**src/rtl/core/asn_pkg.sv**
```systemverilog
// Shared types and constants of the audio sample normalizer.
// Used by every module of the block; depends on nothing else.
package asn_pkg;

    localparam int RAW_W      = 32;
    localparam int BLEN_W     = 16;
    localparam int VALUE_W    = 34;
    localparam int INDEX_W    = 16;
    localparam int FILL_W     = 17;
    localparam int CFG_W      = 16;
    localparam int CFG_IDX_W  = 2;
    localparam int S_TDATA_W  = 48;
    localparam int M_TDATA_W  = 56;
    localparam int PROD_W     = 56;
    localparam int SHIFT_W    = 6;

    localparam int QUEUE_DEPTH_DEF = 4;

    localparam logic [2:0]         SAMPLE_BYTES_RST = 3'd2;
    localparam logic               FLOAT_FORMAT_RST = 1'b0;
    localparam logic [CFG_W-1:0]   BUFFER_SIZE_RST  = 16'd16384;
    localparam logic [FILL_W-1:0]  FILL_MAX         = 17'h1FFFF;
    localparam logic [VALUE_W-1:0] POS_MAX          = 34'h1_FFFF_FFFF;
    localparam logic [VALUE_W-1:0] NEG_MIN          = 34'h2_0000_0000;

    typedef enum logic [CFG_IDX_W-1:0] {
        CFG_SAMPLE_BYTES = 2'd0,
        CFG_FLOAT_FORMAT = 2'd1,
        CFG_BUFFER_SIZE  = 2'd2
    } cfg_index_t;

    typedef enum logic [1:0] {
        KIND_S8    = 2'd0,
        KIND_S16   = 2'd1,
        KIND_INT32 = 2'd2,
        KIND_FLOAT = 2'd3
    } kind_t;

    typedef struct packed {
        logic [2:0]       sample_bytes;
        logic             float_format;
        logic [CFG_W-1:0] buffer_size;
    } cfg_t;

    typedef struct packed {
        kind_t              kind;
        logic [RAW_W-1:0]   word;
        logic [INDEX_W-1:0] index;
        logic               restarted;
    } entry_t;

endpackage

```
**src/rtl/core/audio_sample_normalizer_unit.sv**
```systemverilog
// Top level of the audio sample normalizer: configuration registers, front end, queue, back end.
// Depends on asn_pkg, asn_front, asn_queue and asn_back.
//
// Channel   Direction  Transfer                      Contents
// s_        in         s_tvalid && s_tready          raw sample, batch length, first flag
// m_        out        m_tvalid && m_tready          Q17.16 value, write index, restart flag
// cfg_      in         cfg_wr_en                     sample_bytes, float_format, buffer_size
//
// One sample is taken per cycle while the queue is not full; a result passes through the queue slot
// and the two conversion registers of the back end before it appears.
// Reset is synchronous and active low; it clears the fill count, the queue and all valids.
// When results are not taken, the queue of QUEUE_DEPTH entries and the two back-end
// registers fill up before s_tready falls.
module audio_sample_normalizer_unit #(
    parameter int QUEUE_DEPTH = asn_pkg::QUEUE_DEPTH_DEF
) (
    input  logic                             aclk,
    input  logic                             aresetn,
    input  logic                             cfg_wr_en,
    input  logic [asn_pkg::CFG_IDX_W-1:0]    cfg_index,
    input  logic [asn_pkg::CFG_W-1:0]        cfg_data,
    input  logic                             s_tvalid,
    output logic                             s_tready,
    input  logic [asn_pkg::S_TDATA_W-1:0]    s_tdata,   // raw_sample[31:0], batch_length[47:32]
    input  logic [0:0]                       s_tuser,   // first_in_batch[0]
    output logic                             m_tvalid,
    input  logic                             m_tready,
    output logic [asn_pkg::M_TDATA_W-1:0]    m_tdata,   // sample_value[33:0], write_index[49:34]
    output logic [0:0]                       m_tuser    // restarted[0]
);

    asn_pkg::cfg_t   cfg_reg;
    asn_pkg::entry_t push_entry;
    asn_pkg::entry_t pop_entry;
    logic            push;
    logic            pop;
    logic            queue_full;
    logic            queue_not_empty;

    logic [asn_pkg::VALUE_W-1:0] sample_value;
    logic [asn_pkg::INDEX_W-1:0] write_index;
    logic                        restarted;

    always_ff @(posedge aclk) begin
        if (!aresetn) begin
            cfg_reg.sample_bytes <= asn_pkg::SAMPLE_BYTES_RST;
            cfg_reg.float_format <= asn_pkg::FLOAT_FORMAT_RST;
            cfg_reg.buffer_size  <= asn_pkg::BUFFER_SIZE_RST;
        end else if (cfg_wr_en) begin
            unique case (asn_pkg::cfg_index_t'(cfg_index))
                asn_pkg::CFG_SAMPLE_BYTES: cfg_reg.sample_bytes <= cfg_data[2:0];
                asn_pkg::CFG_FLOAT_FORMAT: cfg_reg.float_format <= cfg_data[0];
                asn_pkg::CFG_BUFFER_SIZE:  cfg_reg.buffer_size  <= cfg_data;
                default: begin
                end
            endcase
        end
    end

    asn_front u_front (
        .aclk           (aclk),
        .aresetn        (aresetn),
        .cfg            (cfg_reg),
        .in_valid       (s_tvalid),
        .raw_sample     (s_tdata[31:0]),
        .first_in_batch (s_tuser[0]),
        .batch_length   (s_tdata[47:32]),
        .queue_full     (queue_full),
        .in_ready       (s_tready),
        .push           (push),
        .entry          (push_entry)
    );

    asn_queue #(
        .DEPTH (QUEUE_DEPTH)
    ) u_queue (
        .aclk       (aclk),
        .aresetn    (aresetn),
        .push       (push),
        .push_entry (push_entry),
        .full       (queue_full),
        .pop        (pop),
        .pop_entry  (pop_entry),
        .not_empty  (queue_not_empty)
    );

    asn_back u_back (
        .aclk         (aclk),
        .aresetn      (aresetn),
        .in_valid     (queue_not_empty),
        .entry        (pop_entry),
        .pop          (pop),
        .out_valid    (m_tvalid),
        .out_ready    (m_tready),
        .sample_value (sample_value),
        .write_index  (write_index),
        .restarted    (restarted)
    );

    assign m_tdata = {6'd0, write_index, sample_value};
    assign m_tuser = restarted;

endmodule

```
**src/rtl/core/asn_front.sv**
```systemverilog
// Front end: takes input transfers, tracks the buffer fill count and classifies samples.
// Depends on asn_pkg.
module asn_front (
    input  logic                          aclk,
    input  logic                          aresetn,
    input  asn_pkg::cfg_t                 cfg,
    input  logic                          in_valid,
    input  logic [asn_pkg::RAW_W-1:0]     raw_sample,
    input  logic                          first_in_batch,
    input  logic [asn_pkg::BLEN_W-1:0]    batch_length,
    input  logic                          queue_full,
    output logic                          in_ready,
    output logic                          push,
    output asn_pkg::entry_t               entry
);

    logic [asn_pkg::FILL_W-1:0] fill_reg;
    logic [asn_pkg::FILL_W-1:0] fill_next;
    logic [asn_pkg::FILL_W:0]   need;
    logic                       restart;
    logic [asn_pkg::FILL_W-1:0] base;

    assign in_ready = !queue_full;
    assign push     = in_valid && in_ready;

    always_comb begin
        need      = {1'b0, fill_reg} + {2'b00, batch_length};
        restart   = first_in_batch && (need > {2'b00, cfg.buffer_size});
        base      = restart ? '0 : fill_reg;
        fill_next = (base == asn_pkg::FILL_MAX) ? base : base + 1'b1;

        entry.index     = base[asn_pkg::FILL_W-1] ? '1 : base[asn_pkg::INDEX_W-1:0];
        entry.restarted = restart;
        entry.word      = raw_sample;
        case (cfg.sample_bytes)
            3'd1: begin
                entry.kind = asn_pkg::KIND_S8;
            end
            3'd3: begin
                entry.kind = cfg.float_format ? asn_pkg::KIND_FLOAT : asn_pkg::KIND_INT32;
                entry.word = {raw_sample[23:0], 8'h00};
            end
            3'd4: begin
                entry.kind = cfg.float_format ? asn_pkg::KIND_FLOAT : asn_pkg::KIND_INT32;
            end
            default: begin
                entry.kind = asn_pkg::KIND_S16;
            end
        endcase
    end

    always_ff @(posedge aclk) begin
        if (!aresetn) begin
            fill_reg <= '0;
        end else if (push) begin
            fill_reg <= fill_next;
        end
    end

endmodule

```
**src/rtl/core/asn_queue.sv**
```systemverilog
// Short queue of classified samples between the front end and the conversion back end.
// Depends on asn_pkg.
module asn_queue #(
    parameter int DEPTH = asn_pkg::QUEUE_DEPTH_DEF
) (
    input  logic            aclk,
    input  logic            aresetn,
    input  logic            push,
    input  asn_pkg::entry_t push_entry,
    output logic            full,
    input  logic            pop,
    output asn_pkg::entry_t pop_entry,
    output logic            not_empty
);

    localparam int PTR_W = (DEPTH > 1) ? $clog2(DEPTH) : 1;
    localparam int CNT_W = $clog2(DEPTH + 1);

    asn_pkg::entry_t  slots [DEPTH];
    logic [PTR_W-1:0] wr_ptr_reg;
    logic [PTR_W-1:0] wr_ptr_next;
    logic [PTR_W-1:0] rd_ptr_reg;
    logic [PTR_W-1:0] rd_ptr_next;
    logic [CNT_W-1:0] count_reg;
    logic [CNT_W-1:0] count_next;

    assign full      = (count_reg == CNT_W'(DEPTH));
    assign not_empty = (count_reg != '0);
    assign pop_entry = slots[rd_ptr_reg];

    always_comb begin
        wr_ptr_next = wr_ptr_reg;
        rd_ptr_next = rd_ptr_reg;
        count_next  = count_reg;
        if (push) begin
            wr_ptr_next = (wr_ptr_reg == PTR_W'(DEPTH - 1)) ? '0 : wr_ptr_reg + 1'b1;
        end
        if (pop) begin
            rd_ptr_next = (rd_ptr_reg == PTR_W'(DEPTH - 1)) ? '0 : rd_ptr_reg + 1'b1;
        end
        if (push && !pop) begin
            count_next = count_reg + 1'b1;
        end else if (pop && !push) begin
            count_next = count_reg - 1'b1;
        end
    end

    always_ff @(posedge aclk) begin
        if (push) begin
            slots[wr_ptr_reg] <= push_entry;
        end
    end

    always_ff @(posedge aclk) begin
        if (!aresetn) begin
            wr_ptr_reg <= '0;
            rd_ptr_reg <= '0;
            count_reg  <= '0;
        end else begin
            wr_ptr_reg <= wr_ptr_next;
            rd_ptr_reg <= rd_ptr_next;
            count_reg  <= count_next;
        end
    end

endmodule

```
**src/rtl/core/asn_back.sv**
```systemverilog
// Back end: converts queued samples to signed Q17.16 in two stages with an output register.
// Depends on asn_pkg.
module asn_back (
    input  logic                          aclk,
    input  logic                          aresetn,
    input  logic                          in_valid,
    input  asn_pkg::entry_t               entry,
    output logic                          pop,
    output logic                          out_valid,
    input  logic                          out_ready,
    output logic [asn_pkg::VALUE_W-1:0]   sample_value,
    output logic [asn_pkg::INDEX_W-1:0]   write_index,
    output logic                          restarted
);

    typedef struct packed {
        asn_pkg::kind_t                kind;
        logic                          neg;
        logic [asn_pkg::VALUE_W-1:0]   direct;
        logic [31:0]                   mag;
        logic [31:0]                   tsum;
        logic [asn_pkg::PROD_W-1:0]    prod;
        logic [asn_pkg::SHIFT_W-1:0]   shamt;
        logic                          zero;
        logic                          sat;
        logic [asn_pkg::INDEX_W-1:0]   index;
        logic                          restarted;
    } stage_t;

    stage_t                      s1_next;
    stage_t                      s1_reg;
    logic                        s1_valid_reg;
    logic                        out_valid_reg;
    logic                        out_adv;
    logic                        s1_adv;
    logic [asn_pkg::VALUE_W-1:0] value_next;
    logic [asn_pkg::VALUE_W-1:0] value_reg;
    logic [asn_pkg::INDEX_W-1:0] index_reg;
    logic                        restarted_reg;

    logic [17:0]                 s8_ext;
    logic [17:0]                 s8_scaled;
    logic [7:0]                  expo;
    logic [22:0]                 frac;
    logic [39:0]                 mant_scaled;
    logic [7:0]                  shamt_full;

    logic [16:0]                 digit_sum;
    logic [1:0]                  round_up;
    logic [32:0]                 int_q;
    logic [33:0]                 int_qx;
    logic [asn_pkg::PROD_W-1:0]  shifted;
    logic [asn_pkg::PROD_W:0]    flt_q;
    logic                        flt_over;

    assign out_adv = !out_valid_reg || out_ready;
    assign s1_adv  = !s1_valid_reg || out_adv;
    assign pop     = in_valid && s1_adv;

    always_comb begin
        s8_ext      = {{10{entry.word[7]}}, entry.word[7:0]};
        s8_scaled   = (s8_ext <<< 8) - s8_ext;
        expo        = entry.word[30:23];
        frac        = entry.word[22:0];
        mant_scaled = {1'b1, frac, 16'h0000} - {16'h0000, 1'b1, frac};
        shamt_full  = 8'd149 - expo;

        s1_next.kind      = entry.kind;
        s1_next.neg       = entry.word[31];
        s1_next.index     = entry.index;
        s1_next.restarted = entry.restarted;
        s1_next.mag       = entry.word[31] ? (~entry.word + 32'd1) : entry.word;
        s1_next.tsum      = s1_next.mag + 32'd32767;
        s1_next.prod      = {mant_scaled, 16'h0000};
        s1_next.shamt     = shamt_full[asn_pkg::SHIFT_W-1:0];
        s1_next.sat       = (expo == 8'hFF) ? (frac == '0) : (expo >= 8'd150);
        s1_next.zero      = ((expo == 8'hFF) && (frac != '0)) || (expo <= 8'd92);
        if (entry.kind == asn_pkg::KIND_S8) begin
            s1_next.direct = {s8_scaled, 16'h0000};
        end else begin
            s1_next.direct = {{2{entry.word[15]}}, entry.word[15:0], 16'h0000};
        end
    end

    always_comb begin
        digit_sum = {1'b0, s1_reg.tsum[31:16]} + {1'b0, s1_reg.tsum[15:0]};
        if (digit_sum >= 17'd131070) begin
            round_up = 2'd2;
        end else if (digit_sum >= 17'd65535) begin
            round_up = 2'd1;
        end else begin
            round_up = 2'd0;
        end
        int_q  = {1'b0, s1_reg.mag} + {17'd0, s1_reg.tsum[31:16]} + {31'd0, round_up};
        int_qx = {1'b0, int_q};

        shifted  = s1_reg.prod >> s1_reg.shamt;
        flt_q    = ({1'b0, shifted} + 57'd1) >> 1;
        flt_over = s1_reg.neg ? (flt_q > 57'h2_0000_0000) : (flt_q > 57'h1_FFFF_FFFF);

        case (s1_reg.kind)
            asn_pkg::KIND_INT32: begin
                value_next = s1_reg.neg ? (~int_qx + 34'd1) : int_qx;
            end
            asn_pkg::KIND_FLOAT: begin
                if (s1_reg.sat || (!s1_reg.zero && flt_over)) begin
                    value_next = s1_reg.neg ? asn_pkg::NEG_MIN : asn_pkg::POS_MAX;
                end else if (s1_reg.zero) begin
                    value_next = '0;
                end else if (s1_reg.neg) begin
                    value_next = ~flt_q[asn_pkg::VALUE_W-1:0] + 34'd1;
                end else begin
                    value_next = flt_q[asn_pkg::VALUE_W-1:0];
                end
            end
            default: begin
                value_next = s1_reg.direct;
            end
        endcase
    end

    always_ff @(posedge aclk) begin
        if (!aresetn) begin
            s1_valid_reg  <= 1'b0;
            out_valid_reg <= 1'b0;
        end else begin
            if (s1_adv) begin
                s1_valid_reg <= pop;
            end
            if (out_adv) begin
                out_valid_reg <= s1_valid_reg;
            end
        end
    end

    always_ff @(posedge aclk) begin
        if (pop) begin
            s1_reg <= s1_next;
        end
        if (out_adv && s1_valid_reg) begin
            value_reg     <= value_next;
            index_reg     <= s1_reg.index;
            restarted_reg <= s1_reg.restarted;
        end
    end

    assign out_valid    = out_valid_reg;
    assign sample_value = value_reg;
    assign write_index  = index_reg;
    assign restarted    = restarted_reg;

endmodule

```
**config.mk**
```make
export PLATFORM = sky130hd
export DESIGN_NAME = audio_sample_normalizer_unit
export DESIGN_NICKNAME = d
export VERILOG_FILES = /design/src/rtl/core/asn_pkg.sv /design/src/rtl/core/audio_sample_normalizer_unit.sv /design/src/rtl/core/asn_front.sv /design/src/rtl/core/asn_queue.sv /design/src/rtl/core/asn_back.sv
export SDC_FILE = /design/constraint.sdc
export NUM_CORES = 1
export LEC_CHECK = 0
export ABC_CLOCK_PERIOD_IN_PS = 22000
export BUFFER_PORTS_ARGS = -buffer_cell sky130_fd_sc_hd__buf_2
export CAP_MARGIN = 15
export CORE_ASPECT_RATIO = 0.9
export CORE_MARGIN = 2
export CORE_UTILIZATION = 46
export DETAILED_ROUTE_END_ITERATION = 8
export SLEW_MARGIN = 20
export SYNTH_ARGS = -nofsm -noshare
export SYNTH_HDL_FRONTEND = slang
export SYNTH_SLANG_ARGS = --single-unit
```
**constraint.sdc**
```tcl
create_clock -name aclk -period 22 [get_ports aclk]
set_input_delay 4.4 -clock aclk [delete_from_list [all_inputs] [get_ports aclk]]
set_output_delay 4.4 -clock aclk [all_outputs]
set_load 0.02 [all_outputs]
```
==> report_table.html <==
<table>
<tr><th>Metric</th><th>Value</th></tr>
<tr><th colspan="2">Timing</th></tr>
<tr><td>Final hold vios</td><td>0</td></tr>
<tr><td>Normalized max-slew margin</td><td>17.3%</td></tr>
<tr><td>Number of setup violations in the final report</td><td>0</td></tr>
<tr><td>Worst slew pin tran</td><td>1.22 ns</td></tr>
<tr><td>Share of the cycle needed by the critical path after routing</td><td>48.8%</td></tr>
<tr><td>Setup skew after layout</td><td>0.0179 ns</td></tr>
<tr><td>Highest attainable clock frequency</td><td>93.2 MHz</td></tr>
<tr><td>Count of pins over their slew limit</td><td>0</td></tr>
<tr><td>Tmin final</td><td>10.73 ns</td></tr>
<tr><td>TNS Setup</td><td>0 ns</td></tr>
<tr><td>Unrepaired setup endpoints after global routing</td><td>no</td></tr>
<tr><th colspan="2">Route</th></tr>
<tr><td>1st-pass router iterations</td><td>5</td></tr>
<tr><td>Number of antenna-violating nets in the routed design</td><td>0</td></tr>
<tr><td>Total vias in the final route</td><td>23112</td></tr>
<tr><td>Starting DRC count in detailed routing</td><td>2291</td></tr>
<tr><td>Post-detailed-routing wire length</td><td>94500 µm</td></tr>
<tr><td>Routed wirelength normalized by instance count</td><td>25.5 µm</td></tr>
<tr><td>DRC violations left</td><td>0</td></tr>
<tr><td>Post-detailed-route via-to-cell ratio</td><td>6.24</td></tr>
<tr><th colspan="2">Worst setup path</th></tr>
<tr><td>Type of element capturing the critical path</td><td>flop</td></tr>
<tr><td>Delay of the slowest cell on the worst path</td><td>0.59 ns</td></tr>
<tr><td>Endpoint arrival time on the critical path</td><td>11.25 ns</td></tr>
<tr><td>Crit Path Category</td><td>primary input to flop</td></tr>
<tr><td>CP max-delay cell</td><td>sky130_fd_sc_hd__a2111oi_0</td></tr>
<tr><td>Required time of the critical path</td><td>22.52 ns</td></tr>
<tr><td>Worst setup SP type</td><td>primary input</td></tr>
<tr><td>Highest net fanout along the worst path</td><td>17</td></tr>
<tr><td>CP dominant cell by count</td><td>sky130_fd_sc_hd__a21oi_1</td></tr>
<tr><th colspan="2">Global routing</th></tr>
<tr><td>Vias in the first global route</td><td>21837</td></tr>
<tr><td>Antenna violations before repair</td><td>2</td></tr>
<tr><td>All-layer global routing usage</td><td>28.1%</td></tr>
<tr><td>First-pass GRT wire length</td><td>140000 µm</td></tr>
<tr><td>Maximum number of pins on one net before global-route repair</td><td>150</td></tr>
<tr><td>Total gr overflow</td><td>0</td></tr>
<tr><th colspan="2">Clock tree</th></tr>
<tr><td>Clk buf depth</td><td>3</td></tr>
<tr><td>CTS tree</td><td>built</td></tr>
<tr><td>Post-CTS setup buffer count</td><td>0</td></tr>
<tr><td>Count of hold-fix buffers inserted at cts</td><td>0</td></tr>
<tr><td>Count of H-tree levels built during CTS</td><td>2</td></tr>
<tr><td>Clk Tree Root Cell</td><td>sky130_fd_sc_hd__clkbuf_16</td></tr>
<tr><td>Register clock-pin slew on the reported worst setup and hold paths</td><td>0.06 ns</td></tr>
<tr><td>Number of buffers added by the clock tree synthesis step</td><td>47</td></tr>
<tr><td>Number of clock sinks</td><td>450</td></tr>
<tr><td>Resize count post-CTS</td><td>0</td></tr>
<tr><td>Clock latency reported for the late side of the worst-skew pair</td><td>0.60 ns</td></tr>
<tr><th colspan="2">Finish</th></tr>
<tr><td>Seq. cell area</td><td>0.0130 mm²</td></tr>
<tr><td>Area taken by multi-input logic gates</td><td>0.0154 mm²</td></tr>
<tr><td>Util after Layout</td><td>51.5%</td></tr>
<tr><td>Max reg flops</td><td>204</td></tr>
<tr><td>Layout Nets</td><td>3003</td></tr>
<tr><td>Most frequent cells in the layout</td><td>sky130_fd_sc_hd__edfxtp_1 (402), sky130_fd_sc_hd__nand2_1 (239), sky130_fd_sc_hd__nor2_1 (196)</td></tr>
<tr><td>Fraction of final layout cells with drive strength greater than 1</td><td>15.4%</td></tr>
<tr><td>Layout overhead on the synthesized area</td><td>10.2%</td></tr>
<tr><td>Most common cell after layout, fill and taps aside</td><td>sky130_fd_sc_hd__edfxtp_1</td></tr>
<tr><td>Fill cells</td><td>5670</td></tr>
<tr><th colspan="2">Synthesis</th></tr>
<tr><td>Fraction of the yosys area taken by sequential cells</td><td>44.2%</td></tr>
<tr><td>Synthesized area</td><td>0.0295 mm²</td></tr>
<tr><td>Number of enable-type register cells in the synthesized netlist</td><td>402</td></tr>
<tr><td>Synthesized area divided by synthesized cell count</td><td>10.7 µm²</td></tr>
<tr><td>Main flop type after synthesis</td><td>sky130_fd_sc_hd__edfxtp_1</td></tr>
<tr><td>Post-synthesis register bit count</td><td>450</td></tr>
<tr><td>Post-Syn Instances</td><td>2745</td></tr>
<tr><td>Async S/R FF share, synth</td><td>0%</td></tr>
<tr><td>Count of distinct cell types in the synthesized netlist</td><td>106</td></tr>
<tr><td>Number of warnings issued by yosys</td><td>0</td></tr>
<tr><th colspan="2">Outcome</th></tr>
<tr><td>Run status</td><td>completed</td></tr>
<tr><th colspan="2">Die</th></tr>
<tr><td># IOs</td><td>131</td></tr>
<tr><td>Starting utilization of the core area</td><td>46.7%</td></tr>
<tr><td>Total number of placement rows</td><td>87</td></tr>
<tr><td>Area enclosed by the die boundary</td><td>0.0661 mm²</td></tr>
<tr><td>CORE AREA</td><td>0.0630 mm²</td></tr>
<tr><td>Die Span X</td><td>271 µm</td></tr>
<tr><td>Vert. Die Dim</td><td>244 µm</td></tr>
<tr><th colspan="2">Run</th></tr>
<tr><td>Total of max-cap violations</td><td>0</td></tr>
<tr><th colspan="2">Placed design</th></tr>
<tr><td>Estimated wirelength of the detail-placed design</td><td>72300 µm</td></tr>
<tr><td>Last weighted congestion value of the routability-driven placer</td><td>0.993</td></tr>
<tr><td>Total of buffers placed on input and output ports</td><td>124</td></tr>
<tr><th colspan="2">Hold path</th></tr>
<tr><td>Class of the most critical hold timing path</td><td>flop to flop</td></tr>
</table>
## per-layer routing
metal,GRT usage (%),wire length [µm]
met1,41.7,43300
met2,42.2,41400
met3,5.69,7890
met4,6.40,1990
met5,0,0
## final timing paths
path	startpoint	endpoint	slack (ns)	depth (start not counted)
worst min-delay path	u_back.s1_reg[16]	u_back.write_index[15]	0.42	0
worst max register to register	u_back.s1_reg[81]	u_back.sample_value[26]	13.18	28
worst max-delay path	s_tdata[33]	u_front.fill_reg[15]	11.27	33
worst min register to register	u_back.s1_reg[16]	u_back.write_index[15]	0.42	0
## through the flow
stage,std cells,area (µm²),hold slack (ns),setup slack (ns)
final,3702,32500,0.422,11.27
after global routing,3701,32500,0.431,10.53
after CTS,3700,32400,0.421,11.31
after detailed placement,3612,30800,0.406,10.73
after global placement,3612,30800,0.403,10.69
after floorplan,2750,29500,0.400,8.35
## worst max-delay path: cells and delay by family
family	cells	cell delay, ns
adders and majority gates	3	0.85
AOI/OAI and AO/OA	15	2.82
and+or+nand+nor	13	2.86
xor gates and xnor gates	1	0.20
buffers and inverters	1	0.12
## cell families after synthesis
group,Yosys count,synth area share (%)
AOI/OAI and AO/OA,582,13.5
buffers and inverters,247,3.63
muxes,217,11.4
other,1,0.0127
adders and majority gates,115,5.04
and+or+nand+nor,903,15.3
xor gates and xnor gates,230,6.84
DFF,450,44.2
## layout make-up
class | count | share of cell area, %
well taps | 845 | 3.26
flip-flops and latches | 450 | 40.2
multi-input cells | 2053 | 47.5
clock buffers | 51 | 3.70
repair buffers | 151 | 2.58
diodes | 2 | 0.0154
clock inverters | 37 | 1.50
inverters | 113 | 1.31
## cell usage after synthesis (12+ instances only)
library cell | n | share of area [%]
sky130_fd_sc_hd__a211oi_1 | 12 | 0.31
sky130_fd_sc_hd__a21o_1 | 26 | 0.66
sky130_fd_sc_hd__a21oi_1 | 125 | 2.1
sky130_fd_sc_hd__a22o_1 | 14 | 0.42
sky130_fd_sc_hd__a31oi_1 | 28 | 0.59
sky130_fd_sc_hd__and2_1 | 29 | 0.62
sky130_fd_sc_hd__and3_1 | 32 | 0.68
sky130_fd_sc_hd__buf_1 | 13 | 0.17
sky130_fd_sc_hd__buf_2 | 17 | 0.29
sky130_fd_sc_hd__clkbuf_1 | 87 | 1.1
sky130_fd_sc_hd__dfxtp_1 | 48 | 3.3
sky130_fd_sc_hd__edfxtp_1 | 402 | 41
sky130_fd_sc_hd__ha_1 | 109 | 4.6
sky130_fd_sc_hd__inv_1 | 110 | 1.4
sky130_fd_sc_hd__mux2_2 | 51 | 1.9
sky130_fd_sc_hd__mux2i_1 | 74 | 2.5
sky130_fd_sc_hd__mux4_2 | 90 | 6.9
sky130_fd_sc_hd__nand2_1 | 239 | 3.0
sky130_fd_sc_hd__nand2b_1 | 23 | 0.49
sky130_fd_sc_hd__nand3_1 | 91 | 1.5
sky130_fd_sc_hd__nand3b_1 | 12 | 0.31
sky130_fd_sc_hd__nand4_1 | 39 | 0.83
sky130_fd_sc_hd__nor2_1 | 196 | 2.5
sky130_fd_sc_hd__nor2b_1 | 23 | 0.49
sky130_fd_sc_hd__nor3_1 | 75 | 1.3
sky130_fd_sc_hd__nor4_1 | 30 | 0.64
sky130_fd_sc_hd__o211ai_1 | 17 | 0.43
sky130_fd_sc_hd__o21a_1 | 22 | 0.56
sky130_fd_sc_hd__o21ai_0 | 107 | 1.8
sky130_fd_sc_hd__o21bai_1 | 17 | 0.43
sky130_fd_sc_hd__o221ai_1 | 16 | 0.48
sky130_fd_sc_hd__o22ai_1 | 25 | 0.53
sky130_fd_sc_hd__o31ai_1 | 28 | 0.71
sky130_fd_sc_hd__or2_2 | 27 | 0.57
sky130_fd_sc_hd__or3_1 | 33 | 0.70
sky130_fd_sc_hd__or4_1 | 16 | 0.41
sky130_fd_sc_hd__xnor2_1 | 162 | 4.8
sky130_fd_sc_hd__xor2_1 | 68 | 2.0
Power is not shown: default switching activity piles up to over one toggle a cycle in this logic, so the estimate is an artifact.
